--- src/hw/rtl/nras_pkg.sv ---
package nras_pkg;

  localparam int unsigned VOXEL_W  = 16;
  localparam int unsigned COL_W    = 4;
  localparam int unsigned COEF_W   = 32;
  localparam int unsigned MSE_W    = 48;
  localparam int unsigned ACC_W    = 64;
  localparam int unsigned ACT_W    = 32;
  localparam int unsigned MASK_W   = 16;
  localparam int unsigned PTS_W    = 12;
  localparam int unsigned CFG_W    = 16;
  localparam int unsigned CFG_IDX_W = 1;

  localparam logic [CFG_IDX_W-1:0] REG_NUISANCE_MASK   = 1'b0;
  localparam logic [CFG_IDX_W-1:0] REG_RESIDUAL_POINTS = 1'b1;

  // one finished voxel handed from the front to the back
  typedef struct packed {
    logic signed [ACC_W-1:0] error;
    logic [MSE_W-1:0]        mse;
  } voxel_entry_t;

  // queue status seen by both sides
  typedef struct packed {
    logic full;
    logic empty;
  } queue_status_t;

endpackage

--- src/hw/rtl/nras_front.sv ---
module nras_front import nras_pkg::*; #(
  parameter int unsigned MAX_COLUMNS   = 16,
  parameter int unsigned FRACTION_BITS = 16
) (
  input  logic                     clk,
  input  logic                     rst_n,
  input  logic                     in_valid,
  output logic                     in_ready,
  input  logic signed [VOXEL_W-1:0] voxel_value,
  input  logic [COL_W-1:0]         column_index,
  input  logic signed [COEF_W-1:0] beta_value,
  input  logic signed [COEF_W-1:0] design_value,
  input  logic [MSE_W-1:0]         residual_mse,
  input  logic                     last_column,
  input  logic [MASK_W-1:0]        nuisance_mask,
  input  queue_status_t            q_status,
  output logic                     push,
  output voxel_entry_t             push_entry
);

  typedef enum logic [2:0] {
    F_IDLE = 3'b001,
    F_MUL  = 3'b010,
    F_ACC  = 3'b100
  } front_state_t;

  front_state_t state_r, state_nxt;

  logic signed [VOXEL_W-1:0] voxel_r;
  logic [COL_W-1:0]          col_r;
  logic signed [COEF_W-1:0]  beta_r, design_r;
  logic [MSE_W-1:0]          mse_r;
  logic                      last_r;
  logic signed [ACC_W-1:0]   prod_r;
  logic signed [ACC_W-1:0]   acc_r, acc_nxt;

  logic signed [ACC_W-1:0] base, sub;
  logic signed [ACC_W:0]   diff;
  logic                    nuis;
  logic                    acc_go;

  assign in_ready = (state_r == F_IDLE);
  assign acc_go   = (state_r == F_ACC) && !(last_r && q_status.full);

  always_comb begin
    base = (col_r == '0) ? (ACC_W'(voxel_r) <<< FRACTION_BITS) : acc_r;
    sub  = prod_r >>> FRACTION_BITS;
    diff = {base[ACC_W-1], base} - {sub[ACC_W-1], sub};
    nuis = (32'(col_r) < MAX_COLUMNS) && nuisance_mask[col_r];
    acc_nxt = base;
    if (nuis) begin
      if (diff[ACC_W] != diff[ACC_W-1]) begin
        acc_nxt = diff[ACC_W] ? {1'b1, {(ACC_W-1){1'b0}}} : {1'b0, {(ACC_W-1){1'b1}}};
      end else begin
        acc_nxt = diff[ACC_W-1:0];
      end
    end
  end

  assign push             = acc_go && last_r;
  assign push_entry.error = acc_nxt;
  assign push_entry.mse   = mse_r;

  always_comb begin
    state_nxt = state_r;
    unique case (state_r)
      F_IDLE: if (in_valid) state_nxt = F_MUL;
      F_MUL:  state_nxt = F_ACC;
      F_ACC:  if (acc_go) state_nxt = F_IDLE;
      default: state_nxt = F_IDLE;
    endcase
  end

  always_ff @(posedge clk) begin
    if (!rst_n) begin
      state_r <= F_IDLE;
      acc_r   <= '0;
    end else begin
      state_r <= state_nxt;
      if (acc_go) acc_r <= acc_nxt;
    end
  end

  always_ff @(posedge clk) begin
    if (in_valid && in_ready) begin
      voxel_r  <= voxel_value;
      col_r    <= column_index;
      beta_r   <= beta_value;
      design_r <= design_value;
      mse_r    <= residual_mse;
      last_r   <= last_column;
    end
    if (state_r == F_MUL) prod_r <= ACC_W'(beta_r) * ACC_W'(design_r);
  end

endmodule

--- src/hw/rtl/nras_queue.sv ---
module nras_queue import nras_pkg::*; (
  input  logic          clk,
  input  logic          rst_n,
  input  logic          push,
  input  voxel_entry_t  push_entry,
  input  logic          pop,
  output voxel_entry_t  pop_entry,
  output queue_status_t status
);

  voxel_entry_t mem_r [2];
  logic         wr_ptr_r, rd_ptr_r;
  logic [1:0]   count_r;

  assign status.full  = (count_r == 2'd2);
  assign status.empty = (count_r == 2'd0);
  assign pop_entry    = mem_r[rd_ptr_r];

  always_ff @(posedge clk) begin
    if (!rst_n) begin
      wr_ptr_r <= 1'b0;
      rd_ptr_r <= 1'b0;
      count_r  <= 2'd0;
    end else begin
      if (push) wr_ptr_r <= !wr_ptr_r;
      if (pop)  rd_ptr_r <= !rd_ptr_r;
      if (push && !pop) count_r <= count_r + 2'd1;
      else if (pop && !push) count_r <= count_r - 2'd1;
    end
  end

  always_ff @(posedge clk) begin
    if (push) mem_r[wr_ptr_r] <= push_entry;
  end

endmodule

--- src/hw/rtl/nras_back.sv ---
module nras_back import nras_pkg::*; #(
  parameter int unsigned FRACTION_BITS = 16
) (
  input  logic                    clk,
  input  logic                    rst_n,
  input  queue_status_t           q_status,
  input  voxel_entry_t            pop_entry,
  output logic                    pop,
  input  logic [PTS_W-1:0]        residual_points,
  output logic                    out_valid,
  input  logic                    out_ready,
  output logic signed [ACT_W-1:0] activation,
  output logic                    deviation_zero
);

  localparam int unsigned SQ_STEPS = (MSE_W + FRACTION_BITS + 1) / 2;
  localparam int unsigned RAD_W    = 2 * SQ_STEPS;
  localparam int unsigned REM_W    = SQ_STEPS + 2;
  localparam int unsigned QB       = ACT_W - 1;
  localparam int unsigned CNT_W    = 6;

  typedef enum logic [5:0] {
    B_IDLE  = 6'b000001,
    B_VAR   = 6'b000010,
    B_SQRT  = 6'b000100,
    B_CHECK = 6'b001000,
    B_DIV   = 6'b010000,
    B_DONE  = 6'b100000
  } back_state_t;

  back_state_t state_r;

  logic [CNT_W-1:0]        cnt_r;
  logic                    neg_r;
  logic [ACC_W-1:0]        mag_r;
  logic [MSE_W-1:0]        vq_r;
  logic [PTS_W:0]          vrem_r;
  logic [RAD_W-1:0]        rad_r;
  logic [REM_W-1:0]        srem_r;
  logic [SQ_STEPS-1:0]     root_r;
  logic [SQ_STEPS-1:0]     drem_r;
  logic [QB-1:0]           dq_r;
  logic signed [ACT_W-1:0] res_act_r;
  logic                    res_dz_r;
  logic                    out_valid_r;

  logic [PTS_W-1:0]      pts;
  logic [PTS_W:0]        vrem_sh;
  logic [REM_W-1:0]      srem_sh, trial;
  logic [SQ_STEPS:0]     drem_sh;
  logic [ACC_W+FRACTION_BITS-1:0] num;
  logic                  err_pos;

  assign pts     = (residual_points == '0) ? PTS_W'(1) : residual_points;
  assign vrem_sh = {vrem_r[PTS_W-1:0], vq_r[MSE_W-1]};
  assign srem_sh = {srem_r[REM_W-3:0], rad_r[RAD_W-1 -: 2]};
  assign trial   = {root_r, 2'b01};
  assign drem_sh = {drem_r, dq_r[QB-1]};
  assign num     = {mag_r, {FRACTION_BITS{1'b0}}};
  assign err_pos = !neg_r && (mag_r != '0);

  assign pop            = (state_r == B_IDLE) && !q_status.empty;
  assign out_valid      = out_valid_r;

  always_ff @(posedge clk) begin
    if (!rst_n) begin
      state_r     <= B_IDLE;
      out_valid_r <= 1'b0;
      cnt_r       <= '0;
    end else begin
      if (out_valid_r && out_ready && state_r != B_DONE) out_valid_r <= 1'b0;
      unique case (state_r)
        B_IDLE: if (!q_status.empty) begin
          state_r <= B_VAR;
          cnt_r   <= CNT_W'(MSE_W - 1);
        end
        B_VAR: begin
          cnt_r <= cnt_r - 1'b1;
          if (cnt_r == '0) begin
            state_r <= B_SQRT;
            cnt_r   <= CNT_W'(SQ_STEPS - 1);
          end
        end
        B_SQRT: begin
          cnt_r <= cnt_r - 1'b1;
          if (cnt_r == '0) state_r <= B_CHECK;
        end
        B_CHECK: begin
          if (root_r == '0 || mag_r >= (ACC_W'(root_r) << (QB - FRACTION_BITS))) begin
            state_r <= B_DONE;
          end else begin
            state_r <= B_DIV;
            cnt_r   <= CNT_W'(QB - 1);
          end
        end
        B_DIV: begin
          cnt_r <= cnt_r - 1'b1;
          if (cnt_r == '0) state_r <= B_DONE;
        end
        B_DONE: if (!out_valid_r || out_ready) begin
          out_valid_r <= 1'b1;
          state_r     <= B_IDLE;
        end
        default: state_r <= B_IDLE;
      endcase
    end
  end

  always_ff @(posedge clk) begin
    unique case (state_r)
      B_IDLE: begin
        neg_r  <= pop_entry.error[ACC_W-1];
        mag_r  <= pop_entry.error[ACC_W-1] ? ACC_W'(-pop_entry.error) : pop_entry.error;
        vq_r   <= pop_entry.mse;
        vrem_r <= '0;
      end
      B_VAR: begin
        // restoring divide by the point count, one quotient bit per cycle
        if (vrem_sh >= {1'b0, pts}) begin
          vrem_r <= vrem_sh - {1'b0, pts};
          vq_r   <= {vq_r[MSE_W-2:0], 1'b1};
        end else begin
          vrem_r <= vrem_sh;
          vq_r   <= {vq_r[MSE_W-2:0], 1'b0};
        end
        if (cnt_r == '0) begin
          srem_r <= '0;
          root_r <= '0;
        end
      end
      B_SQRT: begin
        if (srem_sh >= trial) begin
          srem_r <= srem_sh - trial;
          root_r <= {root_r[SQ_STEPS-2:0], 1'b1};
        end else begin
          srem_r <= srem_sh;
          root_r <= {root_r[SQ_STEPS-2:0], 1'b0};
        end
        rad_r <= {rad_r[RAD_W-3:0], 2'b00};
      end
      B_CHECK: begin
        res_dz_r <= (root_r == '0);
        if (root_r == '0) begin
          res_act_r <= err_pos ? {1'b0, {(ACT_W-1){1'b1}}} :
                       (neg_r ? {1'b1, {(ACT_W-1){1'b0}}} : '0);
        end else begin
          res_act_r <= neg_r ? {1'b1, {(ACT_W-1){1'b0}}} : {1'b0, {(ACT_W-1){1'b1}}};
        end
        // quotient fits in QB bits here, so the top part is below the divisor
        drem_r <= SQ_STEPS'(num[ACC_W+FRACTION_BITS-1:QB]);
        dq_r   <= num[QB-1:0];
      end
      B_DIV: begin
        if (drem_sh >= {1'b0, root_r}) begin
          drem_r <= SQ_STEPS'(drem_sh - {1'b0, root_r});
          dq_r   <= {dq_r[QB-2:0], 1'b1};
        end else begin
          drem_r <= SQ_STEPS'(drem_sh);
          dq_r   <= {dq_r[QB-2:0], 1'b0};
        end
      end
      default: begin
      end
    endcase
    if (state_r == B_VAR && cnt_r == '0) begin
      rad_r <= RAD_W'({vq_r[MSE_W-2:0], (vrem_sh >= {1'b0, pts})}) << FRACTION_BITS;
    end
    if (state_r == B_DIV && cnt_r == '0) begin
      res_act_r <= neg_r ? -{1'b0, dq_r[QB-2:0], (drem_sh >= {1'b0, root_r})}
                         :  {1'b0, dq_r[QB-2:0], (drem_sh >= {1'b0, root_r})};
    end
    if (state_r == B_DONE && (!out_valid_r || out_ready)) begin
      activation     <= res_act_r;
      deviation_zero <= res_dz_r;
    end
  end

endmodule

--- src/hw/rtl/nuisance_removed_activation_score.sv ---
// Activation score per voxel: one input beat per design column, nuisance columns
// subtract beta * design from the loaded intensity, and the last-column beat queues
// the voxel for error / sqrt(mse / residual_points). Each input beat passes through
// the front's register, multiply and accumulate states, and a last-column beat stays
// in accumulate while the queue is full. The back takes each voxel through a pop
// state, a 48-step divide by the point count, a square root one bit per cycle,
// a range check, a 31-step quotient divide (skipped when the quotient saturates or
// the deviation is zero) and a state to load the result beat.
// A two-entry queue lets the front keep taking columns meanwhile.
module nuisance_removed_activation_score import nras_pkg::*; #(
  parameter int unsigned MAX_COLUMNS   = 16,
  parameter int unsigned FRACTION_BITS = 16
) (
  input  logic                     clk,
  input  logic                     rst_n,
  input  logic                     cfg_we,
  input  logic [CFG_IDX_W-1:0]     cfg_index,
  input  logic [CFG_W-1:0]         cfg_data,
  input  logic                     in_valid,
  output logic                     in_ready,
  input  logic signed [VOXEL_W-1:0] in_voxel_value,
  input  logic [COL_W-1:0]         in_column_index,
  input  logic signed [COEF_W-1:0] in_beta_value,
  input  logic signed [COEF_W-1:0] in_design_value,
  input  logic [MSE_W-1:0]         in_residual_mse,
  input  logic                     in_last_column,
  output logic                     out_valid,
  input  logic                     out_ready,
  output logic signed [ACT_W-1:0]  out_activation,
  output logic                     out_deviation_zero
);

  logic [MASK_W-1:0] nuisance_mask_r;
  logic [PTS_W-1:0]  residual_points_r;
  queue_status_t     q_status;
  voxel_entry_t      push_entry, pop_entry;
  logic              push, pop;

  always_ff @(posedge clk) begin
    if (!rst_n) begin
      nuisance_mask_r   <= '0;
      residual_points_r <= PTS_W'(1);
    end else if (cfg_we) begin
      unique case (cfg_index)
        REG_NUISANCE_MASK:   nuisance_mask_r   <= cfg_data[MASK_W-1:0];
        REG_RESIDUAL_POINTS: residual_points_r <= cfg_data[PTS_W-1:0];
        default: ;
      endcase
    end
  end

  nras_front #(
    .MAX_COLUMNS  (MAX_COLUMNS),
    .FRACTION_BITS(FRACTION_BITS)
  ) u_front (
    .clk          (clk),
    .rst_n        (rst_n),
    .in_valid     (in_valid),
    .in_ready     (in_ready),
    .voxel_value  (in_voxel_value),
    .column_index (in_column_index),
    .beta_value   (in_beta_value),
    .design_value (in_design_value),
    .residual_mse (in_residual_mse),
    .last_column  (in_last_column),
    .nuisance_mask(nuisance_mask_r),
    .q_status     (q_status),
    .push         (push),
    .push_entry   (push_entry)
  );

  nras_queue u_queue (
    .clk       (clk),
    .rst_n     (rst_n),
    .push      (push),
    .push_entry(push_entry),
    .pop       (pop),
    .pop_entry (pop_entry),
    .status    (q_status)
  );

  nras_back #(
    .FRACTION_BITS(FRACTION_BITS)
  ) u_back (
    .clk            (clk),
    .rst_n          (rst_n),
    .q_status       (q_status),
    .pop_entry      (pop_entry),
    .pop            (pop),
    .residual_points(residual_points_r),
    .out_valid      (out_valid),
    .out_ready      (out_ready),
    .activation     (out_activation),
    .deviation_zero (out_deviation_zero)
  );

endmodule

--- config.mk ---
export PLATFORM = sky130hd
export DESIGN_NAME = nuisance_removed_activation_score
export DESIGN_NICKNAME = d
export VERILOG_FILES = /design/src/hw/rtl/nras_pkg.sv /design/src/hw/rtl/nras_front.sv /design/src/hw/rtl/nras_queue.sv /design/src/hw/rtl/nras_back.sv /design/src/hw/rtl/nuisance_removed_activation_score.sv
export SDC_FILE = /design/constraint.sdc
export NUM_CORES = 2
export LEC_CHECK = 0
export BUFFER_PORTS_ARGS = -buffer_cell sky130_fd_sc_hd__buf_4
export CORE_UTILIZATION = 44
export CTS_BUF_LIST = sky130_fd_sc_hd__clkbuf_4 sky130_fd_sc_hd__clkbuf_8
export CTS_CLUSTER_SIZE = 16
export DETAILED_ROUTE_END_ITERATION = 10
export SKIP_LAST_GASP = 1
export SLEW_MARGIN = 10
export SYNTH_ARGS = -nofsm -noshare
export SYNTH_HDL_FRONTEND = slang
export SYNTH_HIERARCHICAL = 1
export SYNTH_SLANG_ARGS = --single-unit
--- constraint.sdc ---
create_clock -name clk -period 7.7 [get_ports clk]
set_input_delay 0 -clock clk [delete_from_list [all_inputs] [get_ports clk]]
set_output_delay 0 -clock clk [all_outputs]
set_load 0.1 [all_outputs]
# --- Word-level counts from Yosys, hierarchy flattened ---
# Memory sizes are Yosys's and may differ from the RTL's. A register that Yosys moved wholly into a read port is not among the register bits.
# Cells that the tools add are included.
# Widths: inputs -> output; s select.
word_totals:
  wordCells: 165
  out_inout_bits: 35
  n_memories: 1
  in_bits: 155
  ramBits: 224
  register_bits: 675
classes:
  n_bitwise: 1
  n_addsub: 9
  eq_ne: 20
  mul: 1
  n_mux: 54
  magnitude_cmp: 5
  n_reduce_logical: 43
mem_list:
  columns: ["memory", "words", "width", "rd", "rd_clocked_by_memory_dff", "wr", "line_no", "rtl"]
  rows:
  - ["u_queue.mem_r", 2, 112, 1, 1, 1, "nras_queue.sv:11", "voxel_entry_t mem_r [2];"]
op_table:
  columns: ["cell", "n"]
  rows:
  - ["$mux 64", 6]
  - ["$mux 32", 11]
  - ["$pmux 32 s2", 3]
  - ["$pmux 48 s2", 1]
  - ["$sub 64x48->65", 1]
  - ["$ge 64x47->1", 1]
  - ["$mul 32x32->64", 1]
  - ["$neg 64->64", 1]
  - ["$reduce_bool 64->1", 1]
  - ["$sub 32x32->32", 2]
  - ["$mux 63", 1]
  - ["$pmux 31 s2", 1]
  - ["$mux 6", 9]
  - ["$pmux 6 s6", 1]
  - ["$ge 34x34->1", 1]
  - ["$ge 33x32->1", 1]
  - ["$logic_not 32->1", 1]
  - ["$neg 31->32", 1]
  - ["$mux 12", 2]
  - ["$pmux 12 s2", 1]
  - ["$pmux 6 s4", 1]
  - ["$ge 13x12->1", 1]
  - ["$logic_and 1x1->1", 13]
  - ["$logic_not 12->1", 1]
  - ["other kinds (36)", 70]

# --- Logic depth before layout (Yosys ltp) ---
logic_depth:
  word_depth: 9
  ltp_mapped: 30
  mapped_depth_nobuf: 29

# --- Modules after synthesis ---
# Netlist, hierarchy kept.
modules_own_cells:
  columns: ["mod", "instances", "seq_area_each_um2", "area_each_um2", "cells_each"]
  rows:
  - ["nras_front", 1, 6776.5, 49221.0, 5194]
  - ["nras_back", 1, 11250.8, 22068.7, 2166]
  - ["nras_queue", 1, 6826.5, 8316.7, 370]
  - ["nuisance_removed_activation_score", 1, 560.5, 1113.6, 112]

# --- Least setup slack after synthesis ---
# Ideal clock, no wire load.
synth_path:
  kind: "reg2reg"
  start: "reg u_front.beta_r[31]"
  end: "reg u_front.prod_r[60] (data pin)"
  path_stages_with_launch: 29
  n_path_buf: 2
  required_ps: 7438
  setup_ps: 262
  period_less_slack_ps: 8005
  path_slack_ps: -305
  arrival_ps: 7742
  cell_sequence: "edfxtp_1 > clkbuf_1 > nand2_1 > inv_1 > fa_1 > inv_1 > fa_1 > inv_1 > fa_1 > inv_1 > fa_1 > inv_1 > fa_1 > inv_1 > fa_1 > fa_1 > fa_1 > inv_1 > ha_1 > clkbuf_1 > a21o_1 > a21o_1 > a221o_1 > a31o_2 > a41oi_2 > o21ai_1 > a211oi_1 > o21bai_1 > xor2_1"
synth_between:
  elab_chain_len: 1
synth_lines:
  columns: ["item", "line_no", "rtl"]
  rows:
  - ["start: declaration", "nras_front.sv:31", "logic signed [COEF_W-1:0] beta_r, design_r;"]
  - ["start signal: assignment", "nras_front.sv:88", "beta_r <= beta_value;"]
  - ["$mul 32x32->64", "nras_front.sv:93", "if (state_r == F_MUL) prod_r <= ACC_W'(beta_r) * ACC_W'(design_r);"]
  - ["end signal: assignment", "nras_front.sv:93", null]
  - ["end: declaration", "nras_front.sv:34", "logic signed [ACC_W-1:0] prod_r;"]
# Every way passes these cells.
# A chain may end at the register's enable or synchronous reset.

# --- Final worst setup path ---
layout_path:
  start: "reg u_front.design_r[8]"
  end: "reg u_front.prod_r[60] (data pin)"
layout_between:
  elab_chain_len: 1
layout_lines:
  columns: ["item", "line_no", "rtl"]
  rows:
  - ["start: declaration", "nras_front.sv:31", null]
  - ["start signal: assignment", "nras_front.sv:89", "design_r <= design_value;"]
  - ["$mul 32x32->64", "nras_front.sv:93", null]
# Every way passes these cells.

==> flow_metrics.env <==
export IMPL_portBuffers=189
export IMPL_grt_pass1_wl_mm=340
export IMPL_critPathKind="flop to flop"
export IMPL_yosysTopAreaCell="edfxtp_1"
export IMPL_drive_above_1_share_pct=14.2
export IMPL_clockBufferDepth=3
export IMPL_post_route_drc_count=0
export IMPL_grt_pass1_vias=60900
export IMPL_rsz0062_at_grt="true"
export IMPL_wl_met2_mm=106
export IMPL_ys_top_cells_by_count="nand2_1 (1192), inv_1 (1191), fa_1 (1084)"
export IMPL_clk_latency_ps=920
export IMPL_drtPass1Iterations=6
export IMPL_cts_sinks=884
export IMPL_wl_met1_mm=93.2
export IMPL_met3_length_mm=9.76
export IMPL_timing_fmax_mhz=130
export IMPL_max_cap_violations=0
export IMPL_fp_dieW_microns=430
export IMPL_critPathLaunch="u_front/design_r[8]"
export IMPL_synth_cells=7842
export IMPL_yosysTopAreaCellShare_pct=28.7
export IMPL_ant_nets=0
export IMPL_num_rows=156
export IMPL_area_delta_synth_final_pct=17.3
export IMPL_fillers=16100
export IMPL_mappedNetlistNets=9439
export IMPL_htreeDepth=4
export IMPL_synth_edff_count=771
export IMPL_gp_congestion=0.896
export IMPL_grt_usage_pct=23.4
export IMPL_synth_area_leaders="edfxtp_1 (29%), fa_1 (27%), ha_1 (5.5%)"
export IMPL_clk_pin_slew_worst_paths_ps=60
export IMPL_die_h_microns=430
export IMPL_worstSetupStartpointType="flop"
export IMPL_skew_ps=61.6
export IMPL_hold_start="in_valid"
export IMPL_path_max_fanout=5
export IMPL_dp_hpwl_mm=166
export IMPL_synth_warnings=6
export IMPL_finalSetupViolations=0
export IMPL_finalHoldViolations=0
export IMPL_num_vias=57900
export IMPL_min_period_ps=7700
export IMPL_die_area_sq_mm=0.185
export IMPL_cpMostUsedCell="fa_1"
export IMPL_hp_class="primary input to flop"
export IMPL_grt_max_degree=78
export IMPL_cts_buffers=160
export IMPL_synthDistinctLibCells=118
export IMPL_initial_core_util_pct=44.5
export IMPL_max_slew_margin_pct=24.0
export IMPL_drtIter0Drc=3330
export IMPL_wl_mm=216
export IMPL_highest_layer="met4"
export IMPL_tightest_slew_ps=1130
export IMPL_antenna_found_initial=4
export IMPL_cp_required_ps=8370
export IMPL_synth_avg_cell_area_sq_um=10.3
export IMPL_setup_tns_ps=0
export IMPL_yosysMostFrequentCell="nand2_1"
export IMPL_fin_crit_sh_pct=100
export IMPL_num_nets_final=10200
export IMPL_post_drt_wl_per_cell_microns=19.5
export IMPL_cpPeakStageDelay_ps=580
export IMPL_synth_cell_area_sq_mm=0.0807
export IMPL_root_buffer="clkbuf_8"
export IMPL_core_area_sq_mm=0.182
export IMPL_status="finished clean"
export IMPL_avgViaCountPerCell=5.24
export IMPL_io_pins=190
export IMPL_async_flop_share_pct=0
export IMPL_end_kind="flop"
export IMPL_r2r_start="u_front/design_r[8]"
export IMPL_critPathArrivalTime_ps=8360
export IMPL_ys_seq_area_share_pct=31.5
export IMPL_globalRouteOverflowTotal=0
export IMPL_synth_ff_type="edfxtp_1"
export IMPL_slowest_stage="fa_1"
export IMPL_finalMaxSlewViolations=0
export IMPL_cts_tree="yes"
export IMPL_ys_ff_latch=884
-- area by class of cell --
type                            count  area, sq um  share of cell area (%)
Antenna cell                        3         7.51                 0.00793
Clock buffer                      216         2690                    2.84
Clock inverter                     74          601                   0.634
Inverter                         1193         4480                    4.73
Multi-Input combinational cell   5395        50000                    52.8
Sequential cell                   884        25400                    26.8
Tap cell                         2370         2970                    3.13
Timing Repair Buffer              922         8560                    9.04
-- worst max-delay path, delay by kind of cell, from the launching register on --
family / cells / cell delay, ps
buffers and inverters: 5 / 580
AO/OA/AOI/OAI: 9 / 1620
AND/OR/NAND/NOR: 2 / 320
XOR/XNOR: 1 / 140
flip-flops: 1 / 460
adder cells (fa/ha/maj): 9 / 4310
-- flip-flops by register name, indices dropped and copies added (netlist names), 12 cells and up, named ones only --
register           flops
u_back/vq_r           48
u_front/prod_r        48
u_front/beta_r        32
u_queue/mem_r        224
u_back/drem_r         32
residual_points_r     12
nuisance_mask_r       16
u_back/vrem_r         12
u_back/res_act_r      32
u_back/srem_r         32
u_back/root_r         32
u_back/mag_r          64
u_back/rad_r          48
u_front/voxel_r       16
u_back/activation     32
u_front/acc_r         64
u_back/dq_r           31
u_front/design_r      32
u_front/mse_r         48
-- cell usage in the layout, fill, tap and decap left out, drive strengths merged, types with 54 or more instances in the layout --
master and n:
nor2 265, dfxtp 113, xor2 71, ha 358
a21o 146, mux2i 72, nor3 70, nand4 56
clkinv 54, xnor2 178, nand3 74, inv 1202
dlygate4sd3 322, buf 595, edfxtp 771, o21ai 210
a31oi 57, and2 544, fa 1084, mux2 115
nand2 1193, clkbuf 221, a21oi 292
-- what timing repair did --
action | 4_1_cts | 5_1_grt
gates cloned | 2 | 5
buffers inserted | 21 | 48
pin swaps | 34 | 123
hold buffers | 322 | 0
gates resized for setup | 69 | 167
endpoints found under the setup margin | 15 | 22
hold endpoints to repair | 272 | 0
-- logic make-up (layout without fill, tap and decap cells) --
kind of cell | after synthesis | count (layout) | share of synthesized area (%)
buf+inv | 1563 | 2405 | 7.53
mux | 191 | 191 | 2.61
fa+ha+maj | 1442 | 1442 | 32.4
xor+xnor | 249 | 249 | 2.70
simple gates | 2471 | 2471 | 14.8
other cells | 0 | 3 | 0
flops | 884 | 884 | 31.5
compound gates | 1042 | 1042 | 8.47
-- routing by layer --
metal,up-vias,GRT usage [%]
li1,27000,-
met1,29100,30.7
met2,1465,40.0
met3,324,2.93
met4,0,7.50
met5,-,0
-- path summary, 6_finish.rpt --
| kind | slack, ps | endpoint | depth (start not counted) |
|---|---|---|---|
| max | 2 | u_front/prod_r[60] | 26 |
| min | 140 | u_front/state_r[0] | 5 |
| max reg2reg | 2 | u_front/prod_r[60] | 26 |
| min reg2reg | 420 | u_back/activation[12] | 0 |
-- stage by stage --
stage | worst slack, ps | utilization [%] | cell area [sq um] | std cells | hold WS (ps)
global placement | -201 | 47.7 | 86600 | 10400 | 178
global route | -274 | 52.2 | 94700 | 11100 | 117
floorplan | 5.13 | - | 80800 | 7842 | 98.9
finish | 2.32 | 52.2 | 94700 | 11100 | 145
detailed placement | -309 | 47.7 | 86600 | 10400 | 179
CTS | 1.83 | 51.6 | 93600 | 11000 | 20.2
Power is left out: the tool's default activity adds up to more than one toggle a clock period on the data nets, which glitch-free logic cannot reach.
